$ cat config.mk
export PLATFORM = sky130hd
export DESIGN_NAME = stepped_actuator_tracking_monitor_top
export DESIGN_NICKNAME = d
export VERILOG_FILES = /design/src/hdl/stam_pkg.sv /design/src/hdl/stam_step.sv /design/src/hdl/stepped_actuator_tracking_monitor_top.sv
export SDC_FILE = /design/constraint.sdc
export NUM_CORES = 1
export LEC_CHECK = 0
export BUFFER_PORTS_ARGS = -buffer_cell sky130_fd_sc_hd__buf_4
export CAP_MARGIN = 15
export CELL_PAD_IN_SITES_DETAIL_PLACEMENT = 1
export CELL_PAD_IN_SITES_GLOBAL_PLACEMENT = 1
export CORE_MARGIN = 1
export CORE_UTILIZATION = 48
export CTS_CLUSTER_DIAMETER = 120
export DETAILED_ROUTE_END_ITERATION = 10
export PLACE_DENSITY = 0.79
export SYNTH_ARGS = -nofsm -noshare
export SYNTH_HDL_FRONTEND = slang
export SYNTH_SLANG_ARGS = --single-unit
export TNS_END_PERCENT = 1
$ cat constraint.sdc
create_clock -name clk_i -period 8 [get_ports clk_i]
set_clock_uncertainty 0.15 [all_clocks]
set_input_delay 0.4 -clock clk_i [delete_from_list [all_inputs] [get_ports clk_i]]
set_output_delay 0.4 -clock clk_i [all_outputs]
set_load 0.005 [all_outputs]
$ cat src/hdl/stam_pkg.sv
// ----------------------------------------------------------------------------
// stam_pkg: shared types and constants of the stepped actuator tracking monitor
// Holds the event, decision and fault codes, the configuration register
// indexes and reset values, and the structs passed between the modules.
// ----------------------------------------------------------------------------
`default_nettype none

package stam_pkg;

  // Field widths
  localparam int unsigned CmdW   = 10;
  localparam int unsigned TimeW  = 32;
  localparam int unsigned DriveW = 14;
  localparam int unsigned CfgIdxW  = 3;
  localparam int unsigned CfgDataW = 32;

  // Largest legal command, tenths of a percent
  localparam logic [CmdW-1:0] CmdLimit = CmdW'(1000);

  // Event codes
  typedef enum logic [1:0] {
    REQ_INIT       = 2'd0,
    REQ_FORCE_WARM = 2'd1,
    REQ_DECISION   = 2'd2,
    REQ_FEEDBACK   = 2'd3
  } req_e;

  // Valve decision codes
  typedef enum logic [1:0] {
    DEC_HOLD    = 2'd0,
    DEC_WARMER  = 2'd1,
    DEC_COOLER  = 2'd2,
    DEC_INVALID = 2'd3
  } dec_e;

  // Fault codes
  typedef enum logic [1:0] {
    FAULT_CLEAR    = 2'd0,
    FAULT_CONFIG   = 2'd1,
    FAULT_FEEDBACK = 2'd2,
    FAULT_TRACKING = 2'd3
  } fault_e;

  // Configuration register indexes
  typedef enum logic [CfgIdxW-1:0] {
    CFG_MIN_COMMAND  = 3'd0,
    CFG_MAX_COMMAND  = 3'd1,
    CFG_STEP_SIZE    = 3'd2,
    CFG_TRACK_TOL    = 3'd3,
    CFG_SETTLE_TIME  = 3'd4,
    CFG_WARM_IS_HIGH = 3'd5,
    CFG_FB_REQUIRED  = 3'd6
  } cfg_idx_e;

  // Configuration reset values
  localparam logic [CmdW-1:0]  MinCommandRst = CmdW'(0);
  localparam logic [CmdW-1:0]  MaxCommandRst = CmdW'(1000);
  localparam logic [CmdW-1:0]  StepSizeRst   = CmdW'(10);
  localparam logic [CmdW-1:0]  TrackTolRst   = CmdW'(50);
  localparam logic [TimeW-1:0] SettleTimeRst = TimeW'(5000);

  typedef struct packed {
    logic [CmdW-1:0]  min_command;
    logic [CmdW-1:0]  max_command;
    logic [CmdW-1:0]  step_size;
    logic [CmdW-1:0]  track_tolerance;
    logic [TimeW-1:0] settle_time_ms;
    logic             warm_is_high;
    logic             feedback_required;
  } cfg_t;

  typedef struct packed {
    req_e             req_type;
    logic [TimeW-1:0] time_ms;
    logic [CmdW-1:0]  start_command;
    dec_e             valve_decision;
    logic [CmdW-1:0]  feedback_value;
    logic             feedback_present;
  } item_t;

  // Tracking flag is implied by fault == FAULT_TRACKING
  typedef struct packed {
    logic             initialized;
    logic [CmdW-1:0]  commanded;
    logic             feedback_usable;
    fault_e           fault;
    logic [TimeW-1:0] last_change_time;
  } state_t;

  typedef struct packed {
    logic [CmdW-1:0]   command_now;
    logic [DriveW-1:0] drive_millivolts;
    fault_e            fault_code;
    logic              feedback_ok;
    logic              ready_res;
  } result_t;

endpackage

`default_nettype wire

$ cat src/hdl/stam_step.sv
// ----------------------------------------------------------------------------
// stam_step: event evaluation
// Combinational next-state and result logic for one event, given the current
// state, the configuration and the registered input transaction.
// ----------------------------------------------------------------------------
`default_nettype none

module stam_step (
  input  var stam_pkg::state_t  state_i,
  input  var stam_pkg::cfg_t    cfg_i,
  input  var stam_pkg::item_t   item_i,
  output var stam_pkg::state_t  state_o,
  output var stam_pkg::result_t result_o
);

  logic                          cfg_ok;
  logic                          step_up;
  logic signed [stam_pkg::CmdW+1:0] step_raw;
  logic [stam_pkg::CmdW-1:0]     step_cmd;
  logic [stam_pkg::CmdW-1:0]     start_cmd;
  logic                          fb_usable;
  logic [stam_pkg::CmdW-1:0]     fb_diff;
  logic [stam_pkg::TimeW-1:0]    elapsed;
  stam_pkg::fault_e              fb_missing_fault;
  stam_pkg::state_t              nxt;

  // Check the configuration limits
  always_comb begin
    cfg_ok = (cfg_i.min_command < cfg_i.max_command) &&
             (cfg_i.max_command <= stam_pkg::CmdLimit) &&
             (cfg_i.step_size != '0) &&
             (cfg_i.step_size <= (cfg_i.max_command - cfg_i.min_command)) &&
             (cfg_i.track_tolerance <= stam_pkg::CmdLimit);
  end

  // Clamp the start command to the limits
  always_comb begin
    if (item_i.start_command < cfg_i.min_command) begin
      start_cmd = cfg_i.min_command;
    end else if (item_i.start_command > cfg_i.max_command) begin
      start_cmd = cfg_i.max_command;
    end else begin
      start_cmd = item_i.start_command;
    end
  end

  // Step the command warmer or cooler, then clamp
  always_comb begin
    step_up = (item_i.valve_decision == stam_pkg::DEC_WARMER) ? cfg_i.warm_is_high
                                                              : !cfg_i.warm_is_high;
    if (item_i.valve_decision == stam_pkg::DEC_HOLD) begin
      step_raw = $signed({2'b00, state_i.commanded});
    end else if (step_up) begin
      step_raw = $signed({2'b00, state_i.commanded}) + $signed({2'b00, cfg_i.step_size});
    end else begin
      step_raw = $signed({2'b00, state_i.commanded}) - $signed({2'b00, cfg_i.step_size});
    end
    if (step_raw < $signed({2'b00, cfg_i.min_command})) begin
      step_cmd = cfg_i.min_command;
    end else if (step_raw > $signed({2'b00, cfg_i.max_command})) begin
      step_cmd = cfg_i.max_command;
    end else begin
      step_cmd = step_raw[stam_pkg::CmdW-1:0];
    end
  end

  // Qualify the feedback sample and measure the tracking error
  always_comb begin
    fb_usable = item_i.feedback_present &&
                (item_i.feedback_value >= cfg_i.min_command) &&
                (item_i.feedback_value <= cfg_i.max_command);
    fb_diff = (item_i.feedback_value > state_i.commanded)
            ? (item_i.feedback_value - state_i.commanded)
            : (state_i.commanded - item_i.feedback_value);
    elapsed = item_i.time_ms - state_i.last_change_time;
    fb_missing_fault = cfg_i.feedback_required ? stam_pkg::FAULT_FEEDBACK
                                               : stam_pkg::FAULT_CLEAR;
  end

  // Apply the event to the state
  always_comb begin
    nxt = state_i;
    if (item_i.req_type == stam_pkg::REQ_INIT) begin
      nxt.initialized      = 1'b1;
      nxt.feedback_usable  = 1'b0;
      nxt.last_change_time = item_i.time_ms;
      if (!cfg_ok) begin
        nxt.commanded = '0;
        nxt.fault     = stam_pkg::FAULT_CONFIG;
      end else begin
        nxt.commanded = start_cmd;
        nxt.fault     = fb_missing_fault;
      end
    end else if (state_i.initialized) begin
      if (!cfg_ok || ((item_i.req_type == stam_pkg::REQ_DECISION) &&
                      (item_i.valve_decision == stam_pkg::DEC_INVALID))) begin
        nxt.fault = stam_pkg::FAULT_CONFIG;
      end else begin
        case (item_i.req_type)
          stam_pkg::REQ_FORCE_WARM: begin
            nxt.commanded = cfg_i.warm_is_high ? cfg_i.max_command : cfg_i.min_command;
            nxt.last_change_time = item_i.time_ms;
            nxt.fault = state_i.feedback_usable ? stam_pkg::FAULT_CLEAR : fb_missing_fault;
          end
          stam_pkg::REQ_DECISION: begin
            if (step_cmd != state_i.commanded) begin
              nxt.commanded        = step_cmd;
              nxt.last_change_time = item_i.time_ms;
            end
            if (state_i.fault == stam_pkg::FAULT_TRACKING) begin
              nxt.fault = stam_pkg::FAULT_TRACKING;
            end else if (!state_i.feedback_usable) begin
              nxt.fault = fb_missing_fault;
            end else begin
              nxt.fault = stam_pkg::FAULT_CLEAR;
            end
          end
          stam_pkg::REQ_FEEDBACK: begin
            nxt.feedback_usable = fb_usable;
            if (!fb_usable) begin
              nxt.fault = fb_missing_fault;
            end else if ((elapsed >= cfg_i.settle_time_ms) &&
                         (fb_diff > cfg_i.track_tolerance)) begin
              nxt.fault = stam_pkg::FAULT_TRACKING;
            end else begin
              nxt.fault = stam_pkg::FAULT_CLEAR;
            end
          end
          default: begin
            nxt = state_i;
          end
        endcase
      end
    end
  end

  // Form the result from the updated state; drive = command * 10
  always_comb begin
    state_o = nxt;
    result_o.command_now      = nxt.commanded;
    result_o.drive_millivolts = ({4'b0000, nxt.commanded} << 3) +
                                ({4'b0000, nxt.commanded} << 1);
    result_o.fault_code       = nxt.fault;
    result_o.feedback_ok      = nxt.feedback_usable;
    result_o.ready_res        = nxt.initialized;
  end

endmodule

`default_nettype wire

$ cat src/hdl/stepped_actuator_tracking_monitor_top.sv
// ----------------------------------------------------------------------------
// stepped_actuator_tracking_monitor_top: valve command and tracking monitor
//
// Usage:
//   Input channel (in_valid_i / in_stall_o) carries one event per transaction:
//   initialize, force warm, valve decision or feedback sample. Output channel
//   (out_valid_o / out_stall_i) returns exactly one result per event: command,
//   drive in millivolts, fault code, feedback status and ready flag.
//   Configuration registers are written through cfg_we_i / cfg_idx_i /
//   cfg_wdata_i; the user must write them only while no transaction is in
//   flight, as the block itself does not enforce it; unknown indexes are
//   dropped. An accepted event is held in the input register, evaluated
//   against the state registers, and its result is loaded into the result
//   register once that is free. Throughput is one transaction per cycle
//   while the output is not stalled; the state feedback loop through
//   stam_step has no register but the state registers. Reset clears the
//   state (block not initialized) and loads the default configuration.
//   While the receiver stalls, the result register holds, the input register
//   fills, and then in_stall_o is raised until the result is taken.
// ----------------------------------------------------------------------------
`default_nettype none

module stepped_actuator_tracking_monitor_top (
  input  wire logic                            clk_i,
  input  wire logic                            rst_ni,
  // Configuration write port
  input  wire logic                            cfg_we_i,
  input  wire logic [stam_pkg::CfgIdxW-1:0]    cfg_idx_i,
  input  wire logic [stam_pkg::CfgDataW-1:0]   cfg_wdata_i,
  // Input channel
  input  wire logic                            in_valid_i,
  output var  logic                            in_stall_o,
  input  wire logic [1:0]                      req_type_i,
  input  wire logic [stam_pkg::TimeW-1:0]      time_ms_i,
  input  wire logic [stam_pkg::CmdW-1:0]       start_command_i,
  input  wire logic [1:0]                      valve_decision_i,
  input  wire logic [stam_pkg::CmdW-1:0]       feedback_value_i,
  input  wire logic                            feedback_present_i,
  // Output channel
  output var  logic                            out_valid_o,
  input  wire logic                            out_stall_i,
  output var  logic [stam_pkg::CmdW-1:0]       command_now_o,
  output var  logic [stam_pkg::DriveW-1:0]     drive_millivolts_o,
  output var  logic [1:0]                      fault_code_o,
  output var  logic                            feedback_ok_o,
  output var  logic                            ready_res_o
);

  stam_pkg::cfg_t    cfg_q;
  stam_pkg::item_t   item_q;
  logic              item_valid_q;
  stam_pkg::state_t  state_q;
  stam_pkg::state_t  state_d;
  stam_pkg::result_t res_d;
  stam_pkg::result_t res_q;
  logic              res_valid_q;
  logic              res_load;
  logic              in_accept;

  // Move the held transaction into the result register when it is free
  assign res_load   = item_valid_q && (!res_valid_q || !out_stall_i);
  assign in_stall_o = item_valid_q && !res_load;
  assign in_accept  = in_valid_i && !in_stall_o;

  // Write configuration registers
  always_ff @(posedge clk_i or negedge rst_ni) begin
    if (!rst_ni) begin
      cfg_q.min_command       <= stam_pkg::MinCommandRst;
      cfg_q.max_command       <= stam_pkg::MaxCommandRst;
      cfg_q.step_size         <= stam_pkg::StepSizeRst;
      cfg_q.track_tolerance   <= stam_pkg::TrackTolRst;
      cfg_q.settle_time_ms    <= stam_pkg::SettleTimeRst;
      cfg_q.warm_is_high      <= 1'b1;
      cfg_q.feedback_required <= 1'b0;
    end else if (cfg_we_i) begin
      case (stam_pkg::cfg_idx_e'(cfg_idx_i))
        stam_pkg::CFG_MIN_COMMAND:  cfg_q.min_command     <= cfg_wdata_i[stam_pkg::CmdW-1:0];
        stam_pkg::CFG_MAX_COMMAND:  cfg_q.max_command     <= cfg_wdata_i[stam_pkg::CmdW-1:0];
        stam_pkg::CFG_STEP_SIZE:    cfg_q.step_size       <= cfg_wdata_i[stam_pkg::CmdW-1:0];
        stam_pkg::CFG_TRACK_TOL:    cfg_q.track_tolerance <= cfg_wdata_i[stam_pkg::CmdW-1:0];
        stam_pkg::CFG_SETTLE_TIME:  cfg_q.settle_time_ms  <= cfg_wdata_i[stam_pkg::TimeW-1:0];
        stam_pkg::CFG_WARM_IS_HIGH: cfg_q.warm_is_high    <= cfg_wdata_i[0];
        stam_pkg::CFG_FB_REQUIRED:  cfg_q.feedback_required <= cfg_wdata_i[0];
        default: begin
          cfg_q <= cfg_q;
        end
      endcase
    end
  end

  // Hold the accepted transaction in the input register
  always_ff @(posedge clk_i or negedge rst_ni) begin
    if (!rst_ni) begin
      item_valid_q <= 1'b0;
    end else if (in_accept) begin
      item_valid_q <= 1'b1;
    end else if (res_load) begin
      item_valid_q <= 1'b0;
    end
  end

  always_ff @(posedge clk_i) begin
    if (in_accept) begin
      item_q.req_type         <= stam_pkg::req_e'(req_type_i);
      item_q.time_ms          <= time_ms_i;
      item_q.start_command    <= start_command_i;
      item_q.valve_decision   <= stam_pkg::dec_e'(valve_decision_i);
      item_q.feedback_value   <= feedback_value_i;
      item_q.feedback_present <= feedback_present_i;
    end
  end

  // Evaluate the event
  stam_step u_step (
    .state_i  (state_q),
    .cfg_i    (cfg_q),
    .item_i   (item_q),
    .state_o  (state_d),
    .result_o (res_d)
  );

  // Advance the state together with the result register
  always_ff @(posedge clk_i or negedge rst_ni) begin
    if (!rst_ni) begin
      state_q.initialized      <= 1'b0;
      state_q.commanded        <= '0;
      state_q.feedback_usable  <= 1'b0;
      state_q.fault            <= stam_pkg::FAULT_CLEAR;
      state_q.last_change_time <= '0;
      res_valid_q              <= 1'b0;
    end else begin
      if (res_load) begin
        state_q     <= state_d;
        res_valid_q <= 1'b1;
      end else if (!out_stall_i) begin
        res_valid_q <= 1'b0;
      end
    end
  end

  always_ff @(posedge clk_i) begin
    if (res_load) begin
      res_q <= res_d;
    end
  end

  assign out_valid_o        = res_valid_q;
  assign command_now_o      = res_q.command_now;
  assign drive_millivolts_o = res_q.drive_millivolts;
  assign fault_code_o       = res_q.fault_code;
  assign feedback_ok_o      = res_q.feedback_ok;
  assign ready_res_o        = res_q.ready_res;

endmodule

`default_nettype wire

==> reports/metrics.csv <==
stage,metric,value,unit
routing,Top Layer Used,met4,
finish,Final Cell Area,18700,µm²
sta,RSZ-0062 raised after global routing,no,
critical_path,CP required,8.14,ns
finish,Final Non-Filler Cells,2275,
placement,number of port buffers,125,
finish,NumNets Final,2158,
placement,Post-DP HPWL,38000,µm
grt,initial antenna violation count,1,
sta,Setup WS post-layout,0.456,ns
run_status,status,"finished, final reports clean",
critical_path,Crit path arrival time,7.68,ns
finish,Area Growth Syn to Fin,21.4,%
finish,sequential cell area,5540,µm²
clocking,Root Buffer,clkbuf_16,
floorplanning,Initial Utilization,48.8,%
floorplanning,Die X,181,µm
floorplanning,row cnt,65,
clocking,deepest clock path buffer count,3,
critical_path,CP endpoint kind,flip-flop,
critical_path,Crit. Startpoint,state_q[35],
power,Lkg Pwr,8.58,nW
critical_path,reg2reg path depth,29,
routing,met2 routed WL,26900,µm
critical_path,Setup CP Type,flip-flop to flip-flop,
placement,placed cell areas,16900,µm²
sta,Final TNS setup,0,ns
placement,GP Congestion,0.971,
floorplanning,Die Ht,181,µm
power,total power,7.37,mW
routing,metal3 WL,2830,µm
clocking,CTS tree,yes,
synthesis,Yosys top cell by area,dfrtp_1,
finish,layout cells sized above 1,16.0,%
finish,area of the multi-input gates,8960,µm²
synthesis,Synth area leaders,"dfrtp_1 (17%), ha_1 (16%), edfxtp_1 (16%), o21ai_0 (5.0%), inv_1 (4.2%)",
floorplanning,core area,31600,µm²
grt,vias in the first global route,14600,
finish,# fillers,3569,
grt,largest net degree at the start of global routing,64,
sta,hold_ws,0.112,ns
synthesis,Syn Nets,1914,
sta,"Hold Vio Cnt, Final",0,
clocking,clk_lat worst skew,0.55,ns
grt,total gr overflow,0,
synthesis,Synth top area share,17.1,%
job,Max Cap Viol,0,
sta,pin slew with the least headroom to its limit,1.14,ns
hold_path,Min-Delay Path Depth,3,
sta,final slew viol count,0,
floorplanning,Ports,127,
finish,post-layout util,59.3,%
synthesis,post-synthesis cell count,1609,
hold_path,hold path start,cfg_idx_i[2],
sta,relative slew slack,23.6,%
sta,min Tclk post-route,7.54,ns
synthesis,#FFs+latches synth,204,
critical_path,crit path max fanout,9,
synthesis,Post-synth ARST share,59.8,%
critical_path,r2r setup slk,0.46,ns
synthesis,sequential fraction of the synthesis area,36.0,%
critical_path,RR Endpoint,drive_millivolts_o[12],
grt,GR Util All Layers,33.2,%
critical_path,"slowest stage delay, CP",0.55,ns
synthesis,Avg Inst Size Synth,9.57,µm²
routing,via density per instance,6.00,
synthesis,ys flop type,dfrtp_1,
routing,drt drc,0,
finish,"commonest non-fill, non-tap cell in the layout",ha_1,
routing,detailed-route via count,13600,
sta,Final period util,94.3,%
grt,first-pass GRT wire length,83600,µm
clocking,CTS Buf Count,25,
synthesis,Post-synth EDFFs,82,
floorplanning,die area,32800,µm²
clocking,"Reg clk slew, reported paths",0.06,ns
routing,Detail Route Antenna Nets,0,
finish,"commonest cells after routing, fill and taps aside","ha_1 (201), inv_1 (174), buf_4 (173)",
sta,Max Clk Rate,133,MHz
sta,final setup fails,0,
routing,WL/cell,23.9,µm
synthesis,YS warnings,0,
clocking,CTS Sinks,204,
critical_path,startpoint types,flip-flop,
synthesis,Synth cell types,94,
placement,Setup WS pre-CTS,0.370,ns
hold_path,Hold Path End,cfg_q[0],
routing,First-pass DRT Iterations,5,
routing,WL met1,21700,µm
critical_path,CP max-delay cell,dfrtp_1,
placement,Inst Count DP,2129,
power,Max IR drop VDD,0.215,mV
critical_path,Reg-to-Reg Start,state_q[35],
hold_path,worst min-delay path class,input pin to flip-flop,
synthesis,cell area after synthesis,15400,µm²
routing,final wirelength,54300,µm
power,pwr dens,394,nW/µm²
clocking,H-tree depth,1,
routing,Iter 0 DRT Violations,836,
[cells in the mapped netlist, types with 5 or more instances]
master / count
a2111oi_0: 6
a211o_1: 5
a211oi_1: 16
a21o_1: 58
a21oi_1: 85
a31oi_1: 17
and2_1: 5
and3_1: 6
buf_4: 10
buf_6: 5
clkbuf_1: 30
dfrtp_1: 105
dfstp_2: 17
edfxtp_1: 82
fa_1: 7
ha_1: 201
inv_1: 174
mux2_1: 30
mux2_2: 25
mux2i_1: 12
nand2_1: 137
nand2b_1: 21
nand3_1: 29
nand4_1: 17
nor2_1: 65
nor2b_1: 16
nor3_1: 22
nor4_1: 8
o2111ai_1: 8
o211ai_1: 16
o21a_1: 16
o21ai_0: 153
o21ai_1: 6
o21bai_1: 13
o22ai_1: 5
o31ai_1: 8
or2_2: 9
or3_1: 7
xnor2_1: 45
xor2_1: 24
[report_power, final]
part           leakage (nW)  switching [mW]  internal [mW]
combinational          5.95            2.67           1.96
sequential             2.24           0.209           1.40
clock                 0.392           0.490          0.645
[repair_timing]
item / CTS / global route
buffers inserted: 0 / 5
setup endpoints to repair: 0 / 4
hold buffers: 92 / 0
gates resized for setup: 0 / 2
hold endpoints to repair: 165 / 0
[logic make-up (layout without fill, tap and decap cells)]
family | Yosys count | in the layout | synth area share, %
muxes | 68 | 68 | 4.95
and+or+nand+nor | 367 | 367 | 11.7
buffers and inverters | 226 | 489 | 6.07
AOI/OAI and AO/OA | 462 | 462 | 19.7
DFF | 204 | 204 | 36.0
other | 1 | 2 | 0.0244
xor gates and xnor gates | 72 | 72 | 4.28
adders and majority gates | 209 | 209 | 17.3
[sequential cells by signal, summed over array words and instances, names as in the netlist]
| signal | cells |
|---|---|
| state_q | 46 |
| cfg_q | 74 |
| item_valid_q | 1 |
| ready_res_o | 1 |
| command_now_o | 10 |
| drive_millivolts_o | 11 |
| item_q | 57 |
| feedback_ok_o | 1 |
| fault_code_o | 2 |
| out_valid_o | 1 |
[layout make-up]
cell class / instances / area share (%)
multi-input cells: 1179 / 47.9
flip-flops and latches: 204 / 29.6
repair buffers: 267 / 12.0
inverters: 176 / 3.55
clock buffers: 32 / 3.49
well taps: 402 / 2.69
clock inverters: 14 / 0.729
diodes: 1 / 0.0134
[worst max-delay path by stage]
stage / endpoint / cells after the start / slack, ns
6_report: drive_millivolts_o[12] / 29 / 0.46
5_1_grt: drive_millivolts_o[12] / 28 / 0.04
4_1_cts: drive_millivolts_o[12] / 29 / 0.32
3_5_place_dp: drive_millivolts_o[12] / 29 / 0.37
3_3_place_gp: drive_millivolts_o[12] / 29 / 0.41
2_1_floorplan: drive_millivolts_o[12] / 28 / 1.22
[worst max-delay path, delay by kind of cell, from the launching register on]
kind	cells	cell delay [ns]
adders and majority gates	5	1.59
xor gates and xnor gates	3	0.40
buffers and inverters	1	0.07
and+or+nand+nor	2	0.68
DFF	1	0.55
muxes	2	0.62
AOI/OAI and AO/OA	16	3.23
[routing by layer]
layer / track usage (%) / up-vias
met4: 15.6 / 0
met3: 4.64 / 160
met1: 39.5 / 6762
li1: - / 6247
met5: 0 / -
met2: 59.0 / 477
No activity file was read; power rests on OpenSTA's default activity.
